File: src/rlss_pkg.sv
// Shared types, codes and helpers of the LED strip serializer
`default_nettype none

package rlss_pkg;

   localparam int MAX_LEDS        = 256;
   localparam int PIXEL_IDX_WIDTH = 8;
   localparam int PIXEL_BITS      = 24;
   localparam int LED_COUNT_WIDTH = 9;
   localparam int BIT_PTR_WIDTH   = 5;
   localparam int TICK_WIDTH      = 16;
   localparam int CSR_IDX_WIDTH   = 3;
   localparam int CSR_DATA_WIDTH  = 16;

   // Command codes
   localparam logic [2:0] MODE_TICK       = 3'd0;
   localparam logic [2:0] MODE_SET        = 3'd1;
   localparam logic [2:0] MODE_SET_SHOW   = 3'd2;
   localparam logic [2:0] MODE_SHOW       = 3'd3;
   localparam logic [2:0] MODE_CLEAR_SHOW = 3'd4;

   // Result status codes
   localparam logic [1:0] STATUS_OK    = 2'd0;
   localparam logic [1:0] STATUS_RANGE = 2'd1;
   localparam logic [1:0] STATUS_BUSY  = 2'd2;

   // Register indexes
   localparam logic [CSR_IDX_WIDTH-1:0] REG_LED_COUNT  = 3'd0;
   localparam logic [CSR_IDX_WIDTH-1:0] REG_ONE_HIGH   = 3'd1;
   localparam logic [CSR_IDX_WIDTH-1:0] REG_ZERO_HIGH  = 3'd2;
   localparam logic [CSR_IDX_WIDTH-1:0] REG_BIT_PERIOD = 3'd3;
   localparam logic [CSR_IDX_WIDTH-1:0] REG_LATCH_LOW  = 3'd4;

   typedef struct packed {
      logic [LED_COUNT_WIDTH-1:0] led_count;
      logic [7:0]                 one_high_ticks;
      logic [7:0]                 zero_high_ticks;
      logic [7:0]                 bit_period_ticks;
      logic [TICK_WIDTH-1:0]      latch_low_ticks;
   } cfg_type;

   typedef struct packed {
      logic                  start;
      logic                  step;
      logic                  load;
      logic [PIXEL_BITS-1:0] load_pixel;
   } seq_ctrl_type;

   typedef struct packed {
      logic                       sending;
      logic                       line;
      logic                       load_next;
      logic [PIXEL_IDX_WIDTH-1:0] pixel_pointer;
   } seq_status_type;

   // Clamp the programmed LED count to the store depth
   function automatic logic [LED_COUNT_WIDTH-1:0] eff_count(
      input logic [LED_COUNT_WIDTH-1:0] led_count
   );
      logic [LED_COUNT_WIDTH-1:0] max_count;
      max_count = LED_COUNT_WIDTH'(MAX_LEDS);
      return (led_count > max_count) ? max_count : led_count;
   endfunction

endpackage

`default_nettype wire

File: src/rlss_frame_seq.sv
// Frame sequencer: latch timing, bit timing and the pixel shift register
`default_nettype none

module rlss_frame_seq (
   input  wire logic                    clock,
   input  wire logic                    reset,
   input  wire rlss_pkg::cfg_type       cfg,
   input  wire rlss_pkg::seq_ctrl_type  ctrl,
   output rlss_pkg::seq_status_type     status
);

   logic                                     sending_ff, sending_in;
   logic                                     latch_ff, latch_in;
   logic [rlss_pkg::PIXEL_IDX_WIDTH-1:0]     pixel_ptr_ff, pixel_ptr_in;
   logic [rlss_pkg::BIT_PTR_WIDTH-1:0]       bit_ptr_ff, bit_ptr_in;
   logic [rlss_pkg::TICK_WIDTH-1:0]          tick_ff, tick_in;
   logic [rlss_pkg::PIXEL_BITS-1:0]          shift_ff, shift_in;

   logic [rlss_pkg::LED_COUNT_WIDTH-1:0]     eff;
   logic [rlss_pkg::TICK_WIDTH:0]            tick_inc;
   logic                                     latch_end;
   logic                                     period_end;
   logic [7:0]                               high_ticks;
   logic                                     last_bit;
   logic                                     last_pixel;

   // Decode where the waveform stands this tick
   always_comb begin
      eff        = rlss_pkg::eff_count(cfg.led_count);
      tick_inc   = {1'b0, tick_ff} + (rlss_pkg::TICK_WIDTH + 1)'(1);
      latch_end  = tick_inc >= {1'b0, cfg.latch_low_ticks};
      period_end = tick_inc >= (rlss_pkg::TICK_WIDTH + 1)'(cfg.bit_period_ticks);
      high_ticks = shift_ff[rlss_pkg::PIXEL_BITS-1] ? cfg.one_high_ticks
                                                     : cfg.zero_high_ticks;
      last_bit   = bit_ptr_ff >= rlss_pkg::BIT_PTR_WIDTH'(rlss_pkg::PIXEL_BITS - 1);
      last_pixel = ({1'b0, pixel_ptr_ff} + rlss_pkg::LED_COUNT_WIDTH'(1)) >= eff;
   end

   // Report line level and whether the step opens a new pixel
   always_comb begin
      status.sending       = sending_ff;
      status.line          = sending_ff && !latch_ff &&
                             (tick_ff < rlss_pkg::TICK_WIDTH'(high_ticks));
      status.pixel_pointer = pixel_ptr_ff;
      if (!sending_ff) begin
         status.load_next = 1'b0;
      end else if (latch_ff) begin
         status.load_next = latch_end && (eff != '0);
      end else begin
         status.load_next = period_end && last_bit && !last_pixel;
      end
   end

   // Advance the frame by one tick, start a frame, or load a pixel
   always_comb begin
      sending_in   = sending_ff;
      latch_in     = latch_ff;
      pixel_ptr_in = pixel_ptr_ff;
      bit_ptr_in   = bit_ptr_ff;
      tick_in      = tick_ff;
      shift_in     = shift_ff;
      if (ctrl.start) begin
         sending_in   = 1'b1;
         latch_in     = 1'b1;
         pixel_ptr_in = '0;
         bit_ptr_in   = '0;
         tick_in      = '0;
      end else if (ctrl.load) begin
         shift_in = ctrl.load_pixel;
      end else if (ctrl.step && sending_ff) begin
         if (latch_ff) begin
            if (latch_end) begin
               tick_in      = '0;
               latch_in     = 1'b0;
               pixel_ptr_in = '0;
               bit_ptr_in   = '0;
               if (eff == '0) begin
                  sending_in = 1'b0;
               end
            end else begin
               tick_in = tick_inc[rlss_pkg::TICK_WIDTH-1:0];
            end
         end else if (period_end) begin
            tick_in = '0;
            if (last_bit) begin
               bit_ptr_in = '0;
               if (last_pixel) begin
                  sending_in = 1'b0;
               end else begin
                  pixel_ptr_in = pixel_ptr_ff + rlss_pkg::PIXEL_IDX_WIDTH'(1);
               end
            end else begin
               bit_ptr_in = bit_ptr_ff + rlss_pkg::BIT_PTR_WIDTH'(1);
               shift_in   = {shift_ff[rlss_pkg::PIXEL_BITS-2:0], 1'b0};
            end
         end else begin
            tick_in = tick_inc[rlss_pkg::TICK_WIDTH-1:0];
         end
      end
   end

   // Hold control state
   always_ff @(posedge clock) begin
      if (reset) begin
         sending_ff   <= 1'b0;
         latch_ff     <= 1'b0;
         pixel_ptr_ff <= '0;
         bit_ptr_ff   <= '0;
         tick_ff      <= '0;
      end else begin
         sending_ff   <= sending_in;
         latch_ff     <= latch_in;
         pixel_ptr_ff <= pixel_ptr_in;
         bit_ptr_ff   <= bit_ptr_in;
         tick_ff      <= tick_in;
      end
   end

   // Hold the bits of the pixel on the line
   always_ff @(posedge clock) begin
      shift_ff <= shift_in;
   end

endmodule

`default_nettype wire

File: config.mk
export PLATFORM = sky130hd
export DESIGN_NAME = rlss_frame_seq
export DESIGN_NICKNAME = d
export VERILOG_FILES = /design/src/rlss_pkg.sv /design/src/rlss_frame_seq.sv
export SDC_FILE = /design/constraint.sdc
export NUM_CORES = 1
export LEC_CHECK = 0
export BUFFER_PORTS_ARGS = -buffer_cell sky130_fd_sc_hd__buf_2
export CAP_MARGIN = 20
export CORE_MARGIN = 3
export CORE_UTILIZATION = 55
export CTS_BUF_LIST = sky130_fd_sc_hd__clkbuf_16
export CTS_CLUSTER_DIAMETER = 200
export CTS_CLUSTER_SIZE = 40
export DETAILED_ROUTE_END_ITERATION = 8
export GPL_TIMING_DRIVEN = 0
export PLACE_DENSITY = 0.86
export SETUP_SLACK_MARGIN = 0.1
export SLEW_MARGIN = 15
export SYNTH_ARGS = -nofsm -noshare
export SYNTH_HDL_FRONTEND = slang
export SYNTH_SLANG_ARGS = --single-unit
File: constraint.sdc
create_clock -name clock -period 4.8 [get_ports clock]
set_input_delay 0.48 -clock clock [delete_from_list [all_inputs] [get_ports clock]]
set_output_delay 0.48 -clock clock [all_outputs]
set_load 0.05 [all_outputs]
==> flow_summary.toml, run 1 <==
[floorplan]
die_area_um2 = 8310
initial_utilization_pct = 57.75
rows = 30
die_y_um = 91.16
dieWidth_um = 91.16
num_io_pins = 89
core-area_um2 = 6907

[timing]
tightestPinTransition_ps = 705.7
rsz0062_at_grt = "false"
fin_skew_ps = 7.545
drv_slew = 0
finalWorstSetupSlack_ps = 321.0
fin_crit_ps = 4479
hold_violations = 0
fin_crit_sh_pct = 93.31
max_freq_mhz = 223.3
final.setup.tns_ps = 0
slew_headroom_pct = 52.90
hold_slack_ps = 405.9
setup_viol = 0

[yosys]
ys_seq_area_share_pct = 33.63
synth_area_per_cell_um2 = 9.107
ys_types = 52
synthCells = 438
syn_area_um2 = 3989
yosysWarnings = 0
synth_ff_type = "dfxtp_1"
ys_seq_elements = 55
async_reset_ff_share_pct = 0
synth-edff-count = 24
yosys-top-cells-area = "edfxtp_1 (18%), dfxtp_1 (16%), ha_1 (13%)"
synth.top_cell.area_share_pct = 18.07
synth_fp_nets = 558
synth_top_area_cell = "edfxtp_1"

[route]
routed_wl_um = 9154
drt-initial-drc-count = 149
postRouteAntennaNets = 0
wl_per_cell_um = 14.51
vias = 3557
first_pass_iters = 4
vias_per_cell = 5.637
remaining_drc_errors = 0

[worst_setup_path]
cp-start-kind = "register"
worstPathRequired_ps = 4320
reg2reg_slack_ps = 700
cp-startpoint = "tick_ff[1]$_SDFFE_PP0P_"
crit_type = "register to output pin"
endpoint = "status[8]"
worstPathArrival_ps = 4000
timing.rr.start = "tick_ff[1]$_SDFFE_PP0P_"
reg2reg_depth = 14
r2r_end = "tick_ff[10]$_SDFFE_PP0P_"
cp_max_fo = 8
cp-end-kind = "output pin"

[run]
drv_cap = 0

[clocking]
cts_root_buf = "clkbuf_16"
clk_transition_reported_paths_ps = 80
cts_max_path_buffers = 2
cts_buffers = 5
clk_latency_ps = 300
htree_levels = 2
clkSinkCount = 55
cts_tree = "yes"

[final_layout]
area_growth_pct = 18.66
nFillCells = 567
multi_input_area_um2 = 2452
drive_gt1_share_pct = 27.48
finalNetCount = 654
diodes = 0
seq_area_um2 = 1343

[global_routing]
grt_pass1_wl_um = 15390
antenna_found_initial = 0
track_usage_pct = 22.39
grt_max_degree = 21
grt.overflow.total = 0
grt_pass1_vias = 3587

[power_and_ir_drop]
powerDensity_nw_per_um2 = 213.9
ir_drop_uv = 224.9
leakage_nw = 2.156

[placement]
io_buffers = 87
place_worst_setup_slack_ps = 479.1
hpwl_um = 7213
place_congestion = 0.9162

[worst_hold_path]
hp-class = "primary input to register"

[outcome]
status = "completed"
[layout make-up]
type,count,share of cell area [%]
buffer,19,2.062
clock buffer,5,2.643
clock inverter,3,0.6080
inverter,29,2.300
multi-input combinational,335,51.81
sequential,55,28.36
tap,96,2.538
timing repair buffer,89,9.675
[routing by layer]
metal  global-route usage (%)  part of all wire (%)  vias to the layer above
met5                        0                     0                        -
met4                    9.925                   2.5                        0
li1                         -                     -                     1750
met3                    3.811                   5.5                       24
met2                    39.73                    51                      121
met1                    26.34                    41                     1662
[how the worst min path moves through the flow]
stage | startpoint | end | slack [ps] | depth (start not counted)
6_report | reset | latch_ff$_SDFFE_PP0P_ | 410 | 2
5_1_grt | reset | latch_ff$_SDFFE_PP0P_ | 410 | 2
4_1_cts | reset | latch_ff$_SDFFE_PP0P_ | 390 | 2
3_5_place_dp | bit_ptr_ff[1]$_SDFFE_PP0P_ | bit_ptr_ff[1]$_SDFFE_PP0P_ | 490 | 2
3_3_place_gp | bit_ptr_ff[1]$_SDFFE_PP0P_ | bit_ptr_ff[1]$_SDFFE_PP0P_ | 480 | 2
2_1_floorplan | bit_ptr_ff[1]$_SDFFE_PP0P_ | bit_ptr_ff[1]$_SDFFE_PP0P_ | 460 | 2
[synthesized netlist by cell type (2+ instances only)]
| cell type | number |
|---|---|
| nor3_1 | 13 |
| nor4_1 | 8 |
| and2_1 | 5 |
| ha_1 | 42 |
| nor2b_1 | 7 |
| xor2_1 | 12 |
| o21ai_0 | 16 |
| or3_1 | 2 |
| nand3b_1 | 2 |
| nand3_1 | 13 |
| buf_2 | 4 |
| edfxtp_1 | 24 |
| nand2b_1 | 5 |
| o21a_1 | 6 |
| a21oi_1 | 23 |
| inv_1 | 28 |
| buf_4 | 3 |
| clkbuf_1 | 9 |
| xnor2_1 | 18 |
| nor2_1 | 42 |
| or2_2 | 5 |
| dfxtp_1 | 31 |
| o21bai_1 | 2 |
| mux2_2 | 23 |
| a32o_1 | 3 |
| nand2_1 | 36 |
| and3_1 | 3 |
| a21o_1 | 4 |
| a211oi_1 | 4 |
| nand4_1 | 9 |
| clkbuf_2 | 2 |
| mux2i_1 | 10 |
| a31oi_1 | 5 |
[what timing repair did]
action | 4_1_cts | 5_1_grt
setup buffers | 0 | 1
gates resized for setup | 0 | 5
hold buffers | 0 | 0
endpoints found under the setup margin | 0 | 1
[power by group]
group	switching, mW	internal, mW	leakage [nW]	total (mW)
Clock	0.183	0.200	0.0763	0.384
Sequential	0.00510	0.502	0.476	0.507
Combinational	0.0618	0.0595	1.60	0.121
[stage by stage]
| step | power, mW | instances | instance area, µm² | util (%) |
|---|---|---|---|---|
| 2_1_floorplan | 0.5861 | 438 | 3989 | - |
| 3_3_place_gp | 0.6315 | 621 | 4544 | 65.80 |
| 3_5_place_dp | 0.6387 | 622 | 4562 | 66.05 |
| 4_1_cts | 1.020 | 630 | 4716 | 68.28 |
| 5_1_grt | 1.049 | 631 | 4733 | 68.53 |
| 6_report | 1.012 | 631 | 4733 | 68.53 |
[worst max-delay path, stage by stage (launching register included)]
cell       delay, ps
dfxtp_1          460
ha_2             290
nand3_4          140
nor4_1           380
xor2_1           360
ha_1             220
nand4_1          130
a2111oi_2        400
o21bai_1         140
a31oi_1          210
o2111a_1         310
o21ai_1          120
o21ai_0          160
and2_1           130
buf_2            250
[cell families (layout without fill, tap and decap cells)]
group	after synthesis	after routing	synth area share, %
compound gates	72	72	11.57
simple gates	157	157	20.45
mux	33	33	9.003
buf+inv	48	145	5.175
flops	55	55	33.63
xor+xnor	31	31	6.995
fa+ha+maj	42	42	13.17
[cell usage in the layout (no fill, tap or decap), drive strengths merged, types with 18 or more instances in the layout]
cell	count
dfxtp	31
ha	42
nand2	36
nor2	42
mux2	23
edfxtp	24
xnor2	18
a21oi	24
inv	30
buf	97
[sequential cells by signal (all words and copies together) (netlist names)]
register      flops
bit_ptr_ff        5
latch_ff          1
sending_ff        1
pixel_ptr_ff      8
shift_ff         24
tick_ff          16
Power figures use the tool's default switching activity.
==> run 2, diff against run 1 <==
--- a/config.mk
+++ b/config.mk
@@ -7,7 +7,6 @@
 export LEC_CHECK = 0
 export BUFFER_PORTS_ARGS = -buffer_cell sky130_fd_sc_hd__buf_2
 export CAP_MARGIN = 20
-export CORE_MARGIN = 3
 export CORE_UTILIZATION = 55
 export CTS_BUF_LIST = sky130_fd_sc_hd__clkbuf_16
 export CTS_CLUSTER_DIAMETER = 200
==> flow_summary.toml, run 2 (synthesis results as in run 1) <==
[timing]
fin_skew_ps = 11.27
max_freq_mhz = 227.9
drv_slew = 0
fin_crit_ps = 4387
setup_viol = 0
fin_crit_sh_pct = 91.40
tightestPinTransition_ps = 596.1
rsz0062_at_grt = "false"
finalWorstSetupSlack_ps = 412.9
hold_violations = 0
hold_slack_ps = 401.5
final.setup.tns_ps = 0
slew_headroom_pct = 60.22

[global_routing]
grt_pass1_wl_um = 15550
grt_pass1_vias = 3520
grt.overflow.total = 0
antenna_found_initial = 0
track_usage_pct = 26.10
grt_max_degree = 21

[run]
drv_cap = 0

[power_and_ir_drop]
p_sw_share_pct = 24.97
leakage_nw = 2.155
powerDensity_nw_per_um2 = 215.3
p_comb_share_pct = 12.0
p_int_mw = 0.7638
pwr-share-clk_pct = 38.3
p_switching_mw = 0.2542
ir_drop_uv = 198.0
seqPwrFrac_pct = 49.8

[placement]
place_congestion = 0.9048
hpwl_um = 7321
dp.cells = 622
io_buffers = 87
place_worst_setup_slack_ps = 486.6

[final_layout]
reg.largest.list = "shift_ff x24, tick_ff x16, pixel_ptr_ff x8"
diodes = 0
area_growth_pct = 18.54
drive_gt1_share_pct = 27.15
top_register = "shift_ff"
largest_reg_flops = 24
finalNonFillerCells = 630
finalNetCount = 653
multi_input_area_um2 = 2450
final_common_cell = "buf_2"
mostFrequentLayoutCells = "buf_2 (90), ha_1 (42), nor2_1 (41)"
nFillCells = 588
seq_area_um2 = 1343

[route]
routed_wl_um = 9200
vias = 3550
wl_per_cell_um = 14.60
remaining_drc_errors = 0
vias_per_cell = 5.635
postRouteAntennaNets = 0
drt-initial-drc-count = 120
first_pass_iters = 4

[clocking]
cts_max_path_buffers = 2
cts_buffers = 5
htree_levels = 2
cts_tree = "yes"
clk_transition_reported_paths_ps = 80
clkSinkCount = 55
cts_root_buf = "clkbuf_16"
cts_setup_buffers = 0
hold_buffers = 0
clk_latency_ps = 300

[worst_setup_path]
crit_type = "register to output pin"
cp-end-kind = "output pin"
worstPathRequired_ps = 4320
worstPathArrival_ps = 3910
cp-start-kind = "register"
cp_max_fo = 7

[worst_hold_path]
hp-class = "primary input to register"

[floorplan]
die_area_um2 = 7597
initial_utilization_pct = 57.75
num_io_pins = 89
dieWidth_um = 87.16
die_y_um = 87.16
core-area_um2 = 6907
rows = 30

[outcome]
status = "completed"
## run 2: through the flow
stage / cell area (µm²) / power [mW] / util [%]
after floorplan: 3989 / 0.5861 / -
after global placement: 4544 / 0.6313 / 65.80
after global routing: 4728 / 1.053 / 68.46
final: 4728 / 1.018 / 68.46
after CTS: 4718 / 1.021 / 68.32
after detailed placement: 4562 / 0.6389 / 66.05
## run 2: layer usage
layer	GRT usage (%)	vias up	part of all wire [%]
li1	-	1750	-
met2	47.39	100	50
met1	31.22	1677	42
met5	0	-	0
met3	4.360	23	4.7
met4	8.793	0	2.6
## run 2: final cells by class
cell class | instances | area share [%]
tap | 96 | 2.540
timing repair buffer | 88 | 9.579
multi-input combinational | 335 | 51.81
sequential | 55 | 28.39
clock inverter | 3 | 0.6616
inverter | 29 | 2.302
clock buffer | 5 | 2.646
buffer | 19 | 2.064
## run 2: timing repair
action,CTS,global route
endpoints found under the setup margin,0,1
endpoints found under the hold margin,0,0
gates resized for setup,0,5
## run 2: critical path, cell delays in order (launching register included)
cell      delay, ps
dfxtp_1         510
nand4_1         200
or2_2           300
clkbuf_1        170
nor2_1          230
xnor2_1         190
ha_1            280
nand4_1         160
nor2_1           60
a221oi_1        340
a31oi_1         140
o2111a_1        320
o21ai_1         220
o21ai_0         100
and2_1          170
clkbuf_4        210
## run 2: path summary, 6_finish.rpt
check                              from                          to  slack [ps]  cells past startpoint
max             tick_ff[3]$_SDFFE_PP0P_                   status[8]         410                     15
min                               reset     sending_ff$_SDFFE_PP0P_         400                      2
max reg2reg     tick_ff[1]$_SDFFE_PP0P_     tick_ff[4]$_SDFFE_PP0P_         720                     14
min reg2reg  bit_ptr_ff[1]$_SDFFE_PP0P_  bit_ptr_ff[1]$_SDFFE_PP0P_         520                      2
## run 2: power groups by stage
stage | sequential, mW | combinational, mW | clock (mW)
floorplan | 0.516 | 0.0704 | 0
global placement | 0.517 | 0.114 | 0
finish | 0.507 | 0.122 | 0.389
CTS | 0.507 | 0.122 | 0.393
detailed placement | 0.518 | 0.121 | 0
global route | 0.508 | 0.137 | 0.408
